$ cat src/hw/rtl/mdet_pkg.sv
// shared types, constants and step program for the 4x4 determinant core
`default_nettype none

package mdet_pkg;

  // matrix geometry
  localparam int MAX_DIM   = 4;
  localparam int STORE_DEP = MAX_DIM * MAX_DIM;
  localparam int ADDR_W    = 4;
  localparam int CNT_W     = 5;
  localparam int DIM_W     = 3;

  // datapath widths
  localparam int ELEM_W = 16;
  localparam int SCR_W  = 49;   // 3x3 minor of Q8.8 elements
  localparam int PROD_W = ELEM_W + SCR_W;
  localparam int ACC_W  = 67;   // full 4x4 determinant
  localparam int DET_W  = 64;

  // scratch file: six 2x2 minors, then four 3x3 minors
  localparam int NUM_SCR = 10;
  localparam int SIDX_W  = 4;
  localparam logic [SIDX_W-1:0] SCR_RES = 4'd15;

  // step program
  localparam int STEP_W = 5;
  localparam logic [STEP_W-1:0] LAST_STEP = 5'd27;

  localparam logic [DIM_W-1:0]  DIM_RESET = 3'd4;
  localparam logic [DIM_W-1:0]  DIM_MAX   = 3'd4;
  localparam logic [DIM_W-1:0]  DIM_MIN   = 3'd1;
  localparam logic signed [ELEM_W-1:0] ONE_Q88 = 16'sd256;
  localparam logic signed [DET_W-1:0]  DET_POS_MAX = 64'sh7FFF_FFFF_FFFF_FFFF;
  localparam logic signed [DET_W-1:0]  DET_NEG_MAX = 64'sh8000_0000_0000_0000;

  typedef enum logic [1:0] {
    ST_IDLE,
    ST_FETCH_A,
    ST_FETCH_B,
    ST_WAIT
  } mdet_state_e;

  // one multiply-accumulate step
  typedef struct packed {
    logic [1:0]        a_r;
    logic [1:0]        a_c;
    logic              b_scr;
    logic [1:0]        b_r;
    logic [1:0]        b_c;
    logic [SIDX_W-1:0] b_idx;
    logic              neg;
    logic              first;
    logic              last;
    logic [SIDX_W-1:0] dst;
  } mdet_uop_t;

  // controller to datapath
  typedef struct packed {
    logic              store_we;
    logic [ADDR_W-1:0] store_addr;
    logic              fetch_a;
    logic              fetch_b;
    logic [STEP_W-1:0] step;
  } mdet_cmd_t;

  // datapath to controller
  typedef struct packed {
    logic done;
  } mdet_sts_t;

  function automatic mdet_uop_t mk(
    input logic [1:0]        a_r,
    input logic [1:0]        a_c,
    input logic              b_scr,
    input logic [1:0]        b_r,
    input logic [1:0]        b_c,
    input logic [SIDX_W-1:0] b_idx,
    input logic              neg,
    input logic              first,
    input logic              last,
    input logic [SIDX_W-1:0] dst
  );
    mdet_uop_t u;
    u.a_r   = a_r;
    u.a_c   = a_c;
    u.b_scr = b_scr;
    u.b_r   = b_r;
    u.b_c   = b_c;
    u.b_idx = b_idx;
    u.neg   = neg;
    u.first = first;
    u.last  = last;
    u.dst   = dst;
    return u;
  endfunction

  // expansion program: 2x2 minors of rows 2-3, 3x3 minors of rows 1-3, row 0
  function automatic mdet_uop_t uop_at(input logic [STEP_W-1:0] step);
    mdet_uop_t u;
    unique case (step)
      // 2x2 minors, columns (0,1) (0,2) (0,3) (1,2) (1,3) (2,3)
      5'd0:  u = mk(2'd2, 2'd0, 1'b0, 2'd3, 2'd1, 4'd0, 1'b0, 1'b1, 1'b0, 4'd0);
      5'd1:  u = mk(2'd3, 2'd0, 1'b0, 2'd2, 2'd1, 4'd0, 1'b1, 1'b0, 1'b1, 4'd0);
      5'd2:  u = mk(2'd2, 2'd0, 1'b0, 2'd3, 2'd2, 4'd0, 1'b0, 1'b1, 1'b0, 4'd0);
      5'd3:  u = mk(2'd3, 2'd0, 1'b0, 2'd2, 2'd2, 4'd0, 1'b1, 1'b0, 1'b1, 4'd1);
      5'd4:  u = mk(2'd2, 2'd0, 1'b0, 2'd3, 2'd3, 4'd0, 1'b0, 1'b1, 1'b0, 4'd0);
      5'd5:  u = mk(2'd3, 2'd0, 1'b0, 2'd2, 2'd3, 4'd0, 1'b1, 1'b0, 1'b1, 4'd2);
      5'd6:  u = mk(2'd2, 2'd1, 1'b0, 2'd3, 2'd2, 4'd0, 1'b0, 1'b1, 1'b0, 4'd0);
      5'd7:  u = mk(2'd3, 2'd1, 1'b0, 2'd2, 2'd2, 4'd0, 1'b1, 1'b0, 1'b1, 4'd3);
      5'd8:  u = mk(2'd2, 2'd1, 1'b0, 2'd3, 2'd3, 4'd0, 1'b0, 1'b1, 1'b0, 4'd0);
      5'd9:  u = mk(2'd3, 2'd1, 1'b0, 2'd2, 2'd3, 4'd0, 1'b1, 1'b0, 1'b1, 4'd4);
      5'd10: u = mk(2'd2, 2'd2, 1'b0, 2'd3, 2'd3, 4'd0, 1'b0, 1'b1, 1'b0, 4'd0);
      5'd11: u = mk(2'd3, 2'd2, 1'b0, 2'd2, 2'd3, 4'd0, 1'b1, 1'b0, 1'b1, 4'd5);
      // 3x3 minor without column 0; the newest 2x2 minor is read late
      5'd12: u = mk(2'd1, 2'd3, 1'b1, 2'd0, 2'd0, 4'd3, 1'b0, 1'b1, 1'b0, 4'd0);
      5'd13: u = mk(2'd1, 2'd1, 1'b1, 2'd0, 2'd0, 4'd5, 1'b0, 1'b0, 1'b0, 4'd0);
      5'd14: u = mk(2'd1, 2'd2, 1'b1, 2'd0, 2'd0, 4'd4, 1'b1, 1'b0, 1'b1, 4'd6);
      // without column 1
      5'd15: u = mk(2'd1, 2'd3, 1'b1, 2'd0, 2'd0, 4'd1, 1'b0, 1'b1, 1'b0, 4'd0);
      5'd16: u = mk(2'd1, 2'd0, 1'b1, 2'd0, 2'd0, 4'd5, 1'b0, 1'b0, 1'b0, 4'd0);
      5'd17: u = mk(2'd1, 2'd2, 1'b1, 2'd0, 2'd0, 4'd2, 1'b1, 1'b0, 1'b1, 4'd7);
      // without column 2
      5'd18: u = mk(2'd1, 2'd3, 1'b1, 2'd0, 2'd0, 4'd0, 1'b0, 1'b1, 1'b0, 4'd0);
      5'd19: u = mk(2'd1, 2'd0, 1'b1, 2'd0, 2'd0, 4'd4, 1'b0, 1'b0, 1'b0, 4'd0);
      5'd20: u = mk(2'd1, 2'd1, 1'b1, 2'd0, 2'd0, 4'd2, 1'b1, 1'b0, 1'b1, 4'd8);
      // without column 3
      5'd21: u = mk(2'd1, 2'd2, 1'b1, 2'd0, 2'd0, 4'd0, 1'b0, 1'b1, 1'b0, 4'd0);
      5'd22: u = mk(2'd1, 2'd0, 1'b1, 2'd0, 2'd0, 4'd3, 1'b0, 1'b0, 1'b0, 4'd0);
      5'd23: u = mk(2'd1, 2'd1, 1'b1, 2'd0, 2'd0, 4'd1, 1'b1, 1'b0, 1'b1, 4'd9);
      // first row against the 3x3 minors
      5'd24: u = mk(2'd0, 2'd0, 1'b1, 2'd0, 2'd0, 4'd6, 1'b0, 1'b1, 1'b0, 4'd0);
      5'd25: u = mk(2'd0, 2'd1, 1'b1, 2'd0, 2'd0, 4'd7, 1'b1, 1'b0, 1'b0, 4'd0);
      5'd26: u = mk(2'd0, 2'd2, 1'b1, 2'd0, 2'd0, 4'd8, 1'b0, 1'b0, 1'b0, 4'd0);
      5'd27: u = mk(2'd0, 2'd3, 1'b1, 2'd0, 2'd0, 4'd9, 1'b1, 1'b0, 1'b1, SCR_RES);
      default: u = mk(2'd0, 2'd0, 1'b0, 2'd0, 2'd0, 4'd0, 1'b0, 1'b0, 1'b0, 4'd0);
    endcase
    return u;
  endfunction

endpackage

`default_nettype wire

$ cat src/hw/rtl/matrix_determinant_4x4_core.sv
// 4x4 determinant core: the completing word of a matrix starts the expansion
// elements load one per cycle while busy_o is low; the expansion runs 28 multiply
// steps, each a fetch-A then a fetch-B state, via one shared 16x49 multiplier and a 67-bit accumulator
// busy_o rises after the completing word and falls after the done_o strobe; no element loads while it is high
// done_o strobes the result for one cycle; the receiver cannot stall it
// reset clears the counter, sets the dimension to 4; the store needs no clear
`default_nettype none

module matrix_determinant_4x4_core (
  input  wire logic                                clk_i,
  input  wire logic                                rst_ni,
  input  wire logic                                start_i,
  output logic                                     busy_o,
  input  wire logic signed [mdet_pkg::ELEM_W-1:0]  element_value_i,
  input  wire logic                                cfg_valid_i,
  output logic                                     cfg_ready_o,
  input  wire logic [mdet_pkg::DIM_W-1:0]          cfg_data_i,
  output logic                                     done_o,
  output logic signed [mdet_pkg::DET_W-1:0]        determinant_o,
  output logic                                     saturated_o
);

  mdet_pkg::mdet_cmd_t        cmd;
  mdet_pkg::mdet_sts_t        sts;
  logic [mdet_pkg::DIM_W-1:0] dim;

  // control
  mdet_ctrl u_ctrl (
    .clk_i       (clk_i),
    .rst_ni      (rst_ni),
    .start_i     (start_i),
    .cfg_valid_i (cfg_valid_i),
    .cfg_data_i  (cfg_data_i),
    .sts_i       (sts),
    .cfg_ready_o (cfg_ready_o),
    .busy_o      (busy_o),
    .dim_o       (dim),
    .cmd_o       (cmd)
  );

  // arithmetic
  mdet_datapath u_datapath (
    .clk_i           (clk_i),
    .rst_ni          (rst_ni),
    .cmd_i           (cmd),
    .dim_i           (dim),
    .element_value_i (element_value_i),
    .sts_o           (sts),
    .determinant_o   (determinant_o),
    .saturated_o     (saturated_o)
  );

  assign done_o = sts.done;

endmodule

`default_nettype wire

$ cat src/hw/rtl/mdet_ctrl.sv
// controller: dimension register, element counter and step sequencer
`default_nettype none

module mdet_ctrl (
  input  wire logic                            clk_i,
  input  wire logic                            rst_ni,
  input  wire logic                            start_i,
  input  wire logic                            cfg_valid_i,
  input  wire logic [mdet_pkg::DIM_W-1:0]      cfg_data_i,
  input  wire mdet_pkg::mdet_sts_t             sts_i,
  output logic                                 cfg_ready_o,
  output logic                                 busy_o,
  output logic [mdet_pkg::DIM_W-1:0]           dim_o,
  output mdet_pkg::mdet_cmd_t                  cmd_o
);

  mdet_pkg::mdet_state_e state_q, state_d;
  logic [mdet_pkg::DIM_W-1:0]  dim_q;
  logic [mdet_pkg::CNT_W-1:0]  count_q, count_d;
  logic [mdet_pkg::STEP_W-1:0] step_q, step_d;
  logic [mdet_pkg::DIM_W-1:0]  dim_eff;
  logic [mdet_pkg::CNT_W-1:0]  total;
  logic [mdet_pkg::CNT_W-1:0]  cur;
  logic [mdet_pkg::CNT_W-1:0]  nxt;
  logic                        accept;
  logic                        cfg_wr;
  logic                        complete;

  // effective size: zero acts as one, above the maximum clamps
  always_comb begin
    if (dim_q == '0) begin
      dim_eff = mdet_pkg::DIM_MIN;
    end else if (dim_q > mdet_pkg::DIM_MAX) begin
      dim_eff = mdet_pkg::DIM_MAX;
    end else begin
      dim_eff = dim_q;
    end
  end

  assign total    = 5'({2'b00, dim_eff} * {2'b00, dim_eff});
  assign accept   = start_i && (state_q == mdet_pkg::ST_IDLE);
  assign cfg_wr   = cfg_valid_i && cfg_ready_o;
  assign cur      = (count_q >= total) ? '0 : count_q;
  assign nxt      = cur + 5'd1;
  assign complete = accept && (nxt == total);

  // next state
  always_comb begin
    state_d = state_q;
    unique case (state_q)
      mdet_pkg::ST_IDLE: begin
        if (complete) state_d = mdet_pkg::ST_FETCH_A;
      end
      mdet_pkg::ST_FETCH_A: begin
        state_d = mdet_pkg::ST_FETCH_B;
      end
      mdet_pkg::ST_FETCH_B: begin
        if (step_q == mdet_pkg::LAST_STEP) begin
          state_d = mdet_pkg::ST_WAIT;
        end else begin
          state_d = mdet_pkg::ST_FETCH_A;
        end
      end
      mdet_pkg::ST_WAIT: begin
        if (sts_i.done) state_d = mdet_pkg::ST_IDLE;
      end
      default: state_d = mdet_pkg::ST_IDLE;
    endcase
  end

  // outputs
  always_comb begin
    cmd_o.store_we   = accept;
    cmd_o.store_addr = cur[mdet_pkg::ADDR_W-1:0];
    cmd_o.fetch_a    = 1'b0;
    cmd_o.fetch_b    = 1'b0;
    cmd_o.step       = step_q;
    busy_o           = 1'b1;
    unique case (state_q)
      mdet_pkg::ST_IDLE:    busy_o = 1'b0;
      mdet_pkg::ST_FETCH_A: cmd_o.fetch_a = 1'b1;
      mdet_pkg::ST_FETCH_B: cmd_o.fetch_b = 1'b1;
      mdet_pkg::ST_WAIT:    busy_o = 1'b1;
      default:              busy_o = 1'b1;
    endcase
  end

  assign cfg_ready_o = (state_q == mdet_pkg::ST_IDLE);
  assign dim_o       = dim_eff;

  // element counter
  always_comb begin
    count_d = count_q;
    if (cfg_wr) begin
      count_d = '0;
    end else if (accept) begin
      count_d = complete ? '0 : nxt;
    end
  end

  // step counter
  always_comb begin
    step_d = step_q;
    if (complete) begin
      step_d = '0;
    end else if (state_q == mdet_pkg::ST_FETCH_B) begin
      step_d = step_q + 5'd1;
    end
  end

  always_ff @(posedge clk_i or negedge rst_ni) begin
    if (!rst_ni) begin
      state_q <= mdet_pkg::ST_IDLE;
      dim_q   <= mdet_pkg::DIM_RESET;
      count_q <= '0;
      step_q  <= '0;
    end else begin
      state_q <= state_d;
      count_q <= count_d;
      step_q  <= step_d;
      if (cfg_wr) dim_q <= cfg_data_i;
    end
  end

endmodule

`default_nettype wire

$ cat src/hw/rtl/mdet_datapath.sv
// datapath: element store, minor scratch file, multiply-accumulate, saturation
`default_nettype none

module mdet_datapath (
  input  wire logic                                 clk_i,
  input  wire logic                                 rst_ni,
  input  wire mdet_pkg::mdet_cmd_t                  cmd_i,
  input  wire logic [mdet_pkg::DIM_W-1:0]           dim_i,
  input  wire logic signed [mdet_pkg::ELEM_W-1:0]   element_value_i,
  output mdet_pkg::mdet_sts_t                       sts_o,
  output logic signed [mdet_pkg::DET_W-1:0]         determinant_o,
  output logic                                      saturated_o
);

  // stage control carried with each multiply
  typedef struct packed {
    logic                        valid;
    logic                        neg;
    logic                        first;
    logic                        last;
    logic [mdet_pkg::SIDX_W-1:0] dst;
  } mdet_stg_t;

  logic signed [mdet_pkg::ELEM_W-1:0] store_q [mdet_pkg::STORE_DEP];
  logic signed [mdet_pkg::SCR_W-1:0]  scr_q   [mdet_pkg::NUM_SCR];

  mdet_pkg::mdet_uop_t uop;
  logic [1:0]                         rd_r;
  logic [1:0]                         rd_c;
  logic [4:0]                         lin;
  logic                               in_blk;
  logic signed [mdet_pkg::ELEM_W-1:0] elem;

  logic signed [mdet_pkg::ELEM_W-1:0] a_q;
  logic signed [mdet_pkg::SCR_W-1:0]  b_q;
  logic signed [mdet_pkg::PROD_W-1:0] prod_q;
  logic signed [mdet_pkg::ACC_W-1:0]  acc_q, acc_d;
  logic signed [mdet_pkg::ACC_W-1:0]  prod_ext;
  mdet_stg_t                          stg1_q, stg2_q;
  logic                               done_q;
  logic                               ovf;
  logic                               fin;

  assign uop = mdet_pkg::uop_at(cmd_i.step);

  // element fetch: the matrix padded to 4x4 with ones on the diagonal
  assign rd_r   = cmd_i.fetch_b ? uop.b_r : uop.a_r;
  assign rd_c   = cmd_i.fetch_b ? uop.b_c : uop.a_c;
  assign lin    = 5'({3'b000, rd_r} * {2'b00, dim_i}) + {3'b000, rd_c};
  assign in_blk = ({1'b0, rd_r} < dim_i) && ({1'b0, rd_c} < dim_i);

  always_comb begin
    if (in_blk) begin
      elem = store_q[lin[mdet_pkg::ADDR_W-1:0]];
    end else if (rd_r == rd_c) begin
      elem = mdet_pkg::ONE_Q88;
    end else begin
      elem = '0;
    end
  end

  // element store write
  always_ff @(posedge clk_i) begin
    if (cmd_i.store_we) store_q[cmd_i.store_addr] <= element_value_i;
  end

  // operand registers
  always_ff @(posedge clk_i) begin
    if (cmd_i.fetch_a) a_q <= elem;
    if (cmd_i.fetch_b) begin
      if (uop.b_scr) begin
        b_q <= scr_q[uop.b_idx];
      end else begin
        b_q <= {{(mdet_pkg::SCR_W-mdet_pkg::ELEM_W){elem[mdet_pkg::ELEM_W-1]}}, elem};
      end
    end
  end

  // multiply stage
  always_ff @(posedge clk_i) begin
    prod_q <= a_q * b_q;
  end

  // accumulate
  assign prod_ext = {{(mdet_pkg::ACC_W-mdet_pkg::PROD_W){prod_q[mdet_pkg::PROD_W-1]}}, prod_q};

  always_comb begin
    acc_d = stg2_q.first ? '0 : acc_q;
    if (stg2_q.neg) begin
      acc_d = acc_d - prod_ext;
    end else begin
      acc_d = acc_d + prod_ext;
    end
  end

  assign fin = stg2_q.valid && stg2_q.last && (stg2_q.dst == mdet_pkg::SCR_RES);
  assign ovf = !((acc_d[mdet_pkg::ACC_W-1:mdet_pkg::DET_W-1] == '0) ||
                 (acc_d[mdet_pkg::ACC_W-1:mdet_pkg::DET_W-1] == '1));

  always_ff @(posedge clk_i) begin
    if (stg2_q.valid) acc_q <= acc_d;
    if (stg2_q.valid && stg2_q.last && (stg2_q.dst != mdet_pkg::SCR_RES)) begin
      scr_q[stg2_q.dst] <= acc_d[mdet_pkg::SCR_W-1:0];
    end
  end

  // result word with saturation
  always_ff @(posedge clk_i) begin
    if (fin) begin
      saturated_o <= ovf;
      if (!ovf) begin
        determinant_o <= acc_d[mdet_pkg::DET_W-1:0];
      end else if (acc_d[mdet_pkg::ACC_W-1]) begin
        determinant_o <= mdet_pkg::DET_NEG_MAX;
      end else begin
        determinant_o <= mdet_pkg::DET_POS_MAX;
      end
    end
  end

  // pipeline control
  always_ff @(posedge clk_i or negedge rst_ni) begin
    if (!rst_ni) begin
      stg1_q <= '0;
      stg2_q <= '0;
      done_q <= 1'b0;
    end else begin
      stg1_q.valid <= cmd_i.fetch_b;
      stg1_q.neg   <= uop.neg;
      stg1_q.first <= uop.first;
      stg1_q.last  <= uop.last;
      stg1_q.dst   <= uop.dst;
      stg2_q       <= stg1_q;
      done_q       <= fin;
    end
  end

  assign sts_o.done = done_q;

endmodule

`default_nettype wire
$ cat config.mk
export PLATFORM = sky130hd
export DESIGN_NAME = matrix_determinant_4x4_core
export DESIGN_NICKNAME = d
export VERILOG_FILES = /design/src/hw/rtl/mdet_pkg.sv /design/src/hw/rtl/matrix_determinant_4x4_core.sv /design/src/hw/rtl/mdet_ctrl.sv /design/src/hw/rtl/mdet_datapath.sv
export SDC_FILE = /design/constraint.sdc
export NUM_CORES = 2
export LEC_CHECK = 0
export BUFFER_PORTS_ARGS = -buffer_cell sky130_fd_sc_hd__buf_2
export CORE_MARGIN = 3
export CORE_UTILIZATION = 48
export CTS_CLUSTER_SIZE = 20
export DETAILED_ROUTE_END_ITERATION = 8
export PLACE_DENSITY = 0.59
export REMOVE_ABC_BUFFERS = 1
export SYNTH_ARGS = -nofsm -noshare
export SYNTH_HDL_FRONTEND = slang
export SYNTH_SLANG_ARGS = --single-unit
$ cat constraint.sdc
create_clock -name clk_i -period 8.22 [get_ports clk_i]
set_input_delay 0.411 -clock clk_i [delete_from_list [all_inputs] [get_ports clk_i]]
set_output_delay 0.411 -clock clk_i [all_outputs]
set_load 0.1 [all_outputs]
==> impl_metrics.json <==
{
  "ant_nets": 0,
  "tns_ns": 0,
  "area_growth_pct": 9.10,
  "dr_total_vias": 44800,
  "whs_path_depth": 1,
  "max_freq_mhz": 127,
  "final_cells": 8123,
  "wl_per_cell_um": 23.4,
  "firstDrtPassIters": 5,
  "min_to": "u_datapath.store_q[7][15]$_DFFE_PP_",
  "cp-start-kind": "register",
  "hold_start": "element_value_i[15]",
  "slew_headroom_pct": 11.9,
  "coreArea_sq_mm": 0.146,
  "ys_top_cells_by_count": "1,014 x inv_1, 943 x edfxtp_1, 727 x fa_1",
  "antenna_found_initial": 9,
  "final_layout_size_suffix_gt1_share_pct": 10.0,
  "tritoncts": "yes",
  "gp_congestion": 0.907,
  "cts_made_buffers": 106,
  "finalMaxSlewViolations": 0,
  "rsz0062_at_grt": "no",
  "floorplan.initialDensity_pct": 48.6,
  "hold_ws_ns": 0.0549,
  "crit_arrival_ns": 8.29,
  "synth_area_leader_cell": "edfxtp_1",
  "cts_sinks": 1040,
  "ys_types": 84,
  "die-area_sq_mm": 0.153,
  "grt-ovfl-total": 0,
  "postSynthAreaPerCell_sq_um": 11.7,
  "clock_latency_ns": 0.74,
  "final-hold-violation-count": 0,
  "reg2reg_depth": 19,
  "synthCells": 6086,
  "synth_most_common_cell": "inv_1",
  "period_share_pct": 96.1,
  "r2r_setup_slack_ns": 0.32,
  "crit_required_ns": 8.61,
  "path_class": "reg2reg",
  "yosys_most_used_dff": "edfxtp_1",
  "dp_cells": 7903,
  "portBuffers": 90,
  "htreeDepth": 3,
  "yosys_warnings": 0,
  "drc": 0,
  "top_level_ports": 91,
  "final_nets": 7099,
  "finalClockSkew_ns": 0.0582,
  "grt_max_degree": 99,
  "fp-row-count": 140,
  "synth_edf_count": 943,
  "synth.top_cell.area_share_pct": 39.8,
  "outcome": "finished clean",
  "period_minus_slack_ns": 7.90,
  "async_flop_share_pct": 3.08,
  "drt-total-wl_um": 190000,
  "maxCapViolCount": 0,
  "clk_pin_slew_ns": 0.06,
  "ctsLongestPathBuffers": 3,
  "worst_pin_slew_ns": 1.31,
  "crit_fanout": 63,
  "vias_per_cell": 5.51,
  "worstSetupEndpointType": "register",
  "mappedNetlistArea_sq_mm": 0.0712,
  "synthTopCellsByArea": "edfxtp_1 40%, fa_1 20%, inv_1 5.3%",
  "grt_use_total_pct": 25.5,
  "synth_seq_area_share_pct": 42.7,
  "r2r-end": "u_datapath.determinant_o[4]$_DFFE_PP_",
  "r2r-start": "u_datapath.prod_q[5]$_DFF_P_",
  "die_w_um": 391,
  "place_hpwl_um": 137000,
  "drtIter0Drc": 3616,
  "cts_root_buf": "clkbuf_16",
  "fp.dieH_um": 391,
  "setup_viol": 0,
  "synth_seq_cells": 1040,
  "hold_class": "in2reg",
  "grt_pass1_wl_um": 293000,
  "grt_pass1_vias": 47300
}
worst max path at each step:
stage | slack [ns] | from | depth (start not counted) | endpoint
global placement | 0.29 | u_datapath.prod_q[18]$_DFF_P_ | 19 | u_datapath.determinant_o[58]$_DFFE_PP_
CTS | 0.19 | u_datapath.prod_q[18]$_DFF_P_ | 19 | u_datapath.determinant_o[4]$_DFFE_PP_
floorplan | -4.95 | u_ctrl.step_q[2]$_DFFE_PN0P_ | 7 | u_datapath.b_q[0]$_DFFE_PP_
finish | 0.32 | u_datapath.prod_q[5]$_DFF_P_ | 19 | u_datapath.determinant_o[4]$_DFFE_PP_
detailed placement | 0.27 | u_datapath.prod_q[18]$_DFF_P_ | 19 | u_datapath.determinant_o[4]$_DFFE_PP_
global route | 0.02 | u_datapath.a_q[8]$_DFFE_PN_ | 23 | u_datapath.prod_q[63]$_DFF_P_
repair_timing:
action	CTS	global route
endpoints found under the hold margin	205	0
hold buffers	17	0
setup endpoints to repair	0	4
resized for setup	0	2
buffers inserted	0	3
metrics by stage:
| step | cell area (sq um) | worst slack (ns) | utilization (%) |
|---|---|---|---|
| after floorplan | 70000 | -4.95 | - |
| after global placement | 74100 | 0.287 | 50.6 |
| after detailed placement | 74100 | 0.273 | 50.6 |
| after CTS | 77600 | 0.191 | 53.0 |
| after global routing | 77700 | 0.0232 | 53.0 |
| final | 77700 | 0.324 | 53.0 |
flip-flops by register name, indices dropped and copies added, names as in the netlist:
signal / count
u_datapath.store_q: 256
u_datapath.acc_q: 67
u_datapath.stg1_q: 8
u_datapath.b_q: 49
u_datapath.determinant_o: 64
u_ctrl.state_q: 2
u_ctrl.dim_q: 3
u_datapath.saturated_o: 1
u_ctrl.step_q: 5
u_datapath.stg2_q: 8
u_datapath.sts_o: 1
u_datapath.prod_q: 65
u_datapath.scr_q: 490
u_ctrl.count_q: 5
u_datapath.a_q: 16
worst max-delay path: stages (launching register included):
cell and delay [ns]:
dfxtp_1 0.34, or4_1 0.61, or4_1 0.61, nor2_1 0.52, nand2_1 0.20, nor2_1 0.13, nor2_1 0.06, xnor2_1 0.16
ha_1 0.44, nand4_1 0.24, or3_1 0.48, or4_1 0.58, a2111oi_2 0.72, o2111ai_1 0.28, a2111oi_0 0.65, o22ai_1 0.26
xnor2_2 0.27, a31oi_4 0.17, buf_4 0.53, o21ai_0 0.22
cells in the final DEF (no fill, tap or decap), types with 25 or more instances in the layout:
cell,count
buf_4,98
nand2b_1,26
buf_2,90
clkbuf_1,25
a31oi_1,27
o21ai_0,210
ha_1,233
dfrtp_1,28
mux2i_1,32
nand2_1,716
nand4_1,33
a21o_1,59
dfxtp_1,65
a211oi_1,36
xnor2_1,159
edfxtp_1,943
xor2_1,49
a21oi_1,268
nor3_1,35
fa_1,726
inv_1,1014
nand3_1,29
mux2_2,38
mux4_2,163
nor2_1,224
and2_1,296
clkbuf_16,107
nor2b_1,96
per-layer routing:
metal  share of wire (%)  track usage, %  wire length (um)
met1                  44            36.1             83200
met2                  47            41.5             89700
met3                 7.0            4.62             13200
met4                 2.0            5.50              3730
met5              0.0068               0                13
layout make-up:
class / count / area, sq um
fillers: 12700 / 68800
multi-input cells: 3733 / 36000
flip-flops and latches: 1040 / 30400
inverters: 1015 / 3810
clock buffers: 136 / 2830
well taps: 1917 / 2400
repair buffers: 218 / 1610
clock inverters: 61 / 538
diodes: 3 / 7.51
kinds of logic after synthesis:
| kind of cell | share of synthesized area [%] |
|---|---|
| mux | 6.21 |
| compound gates | 6.66 |
| fa+ha+maj | 24.6 |
| other cells | 0.00527 |
| flops | 42.7 |
| buf+inv | 6.96 |
| simple gates | 10.2 |
| xor+xnor | 2.61 |
Power is left out: the tool's default activity adds up to more than one toggle a clock period on the data nets, which glitch-free logic cannot reach.
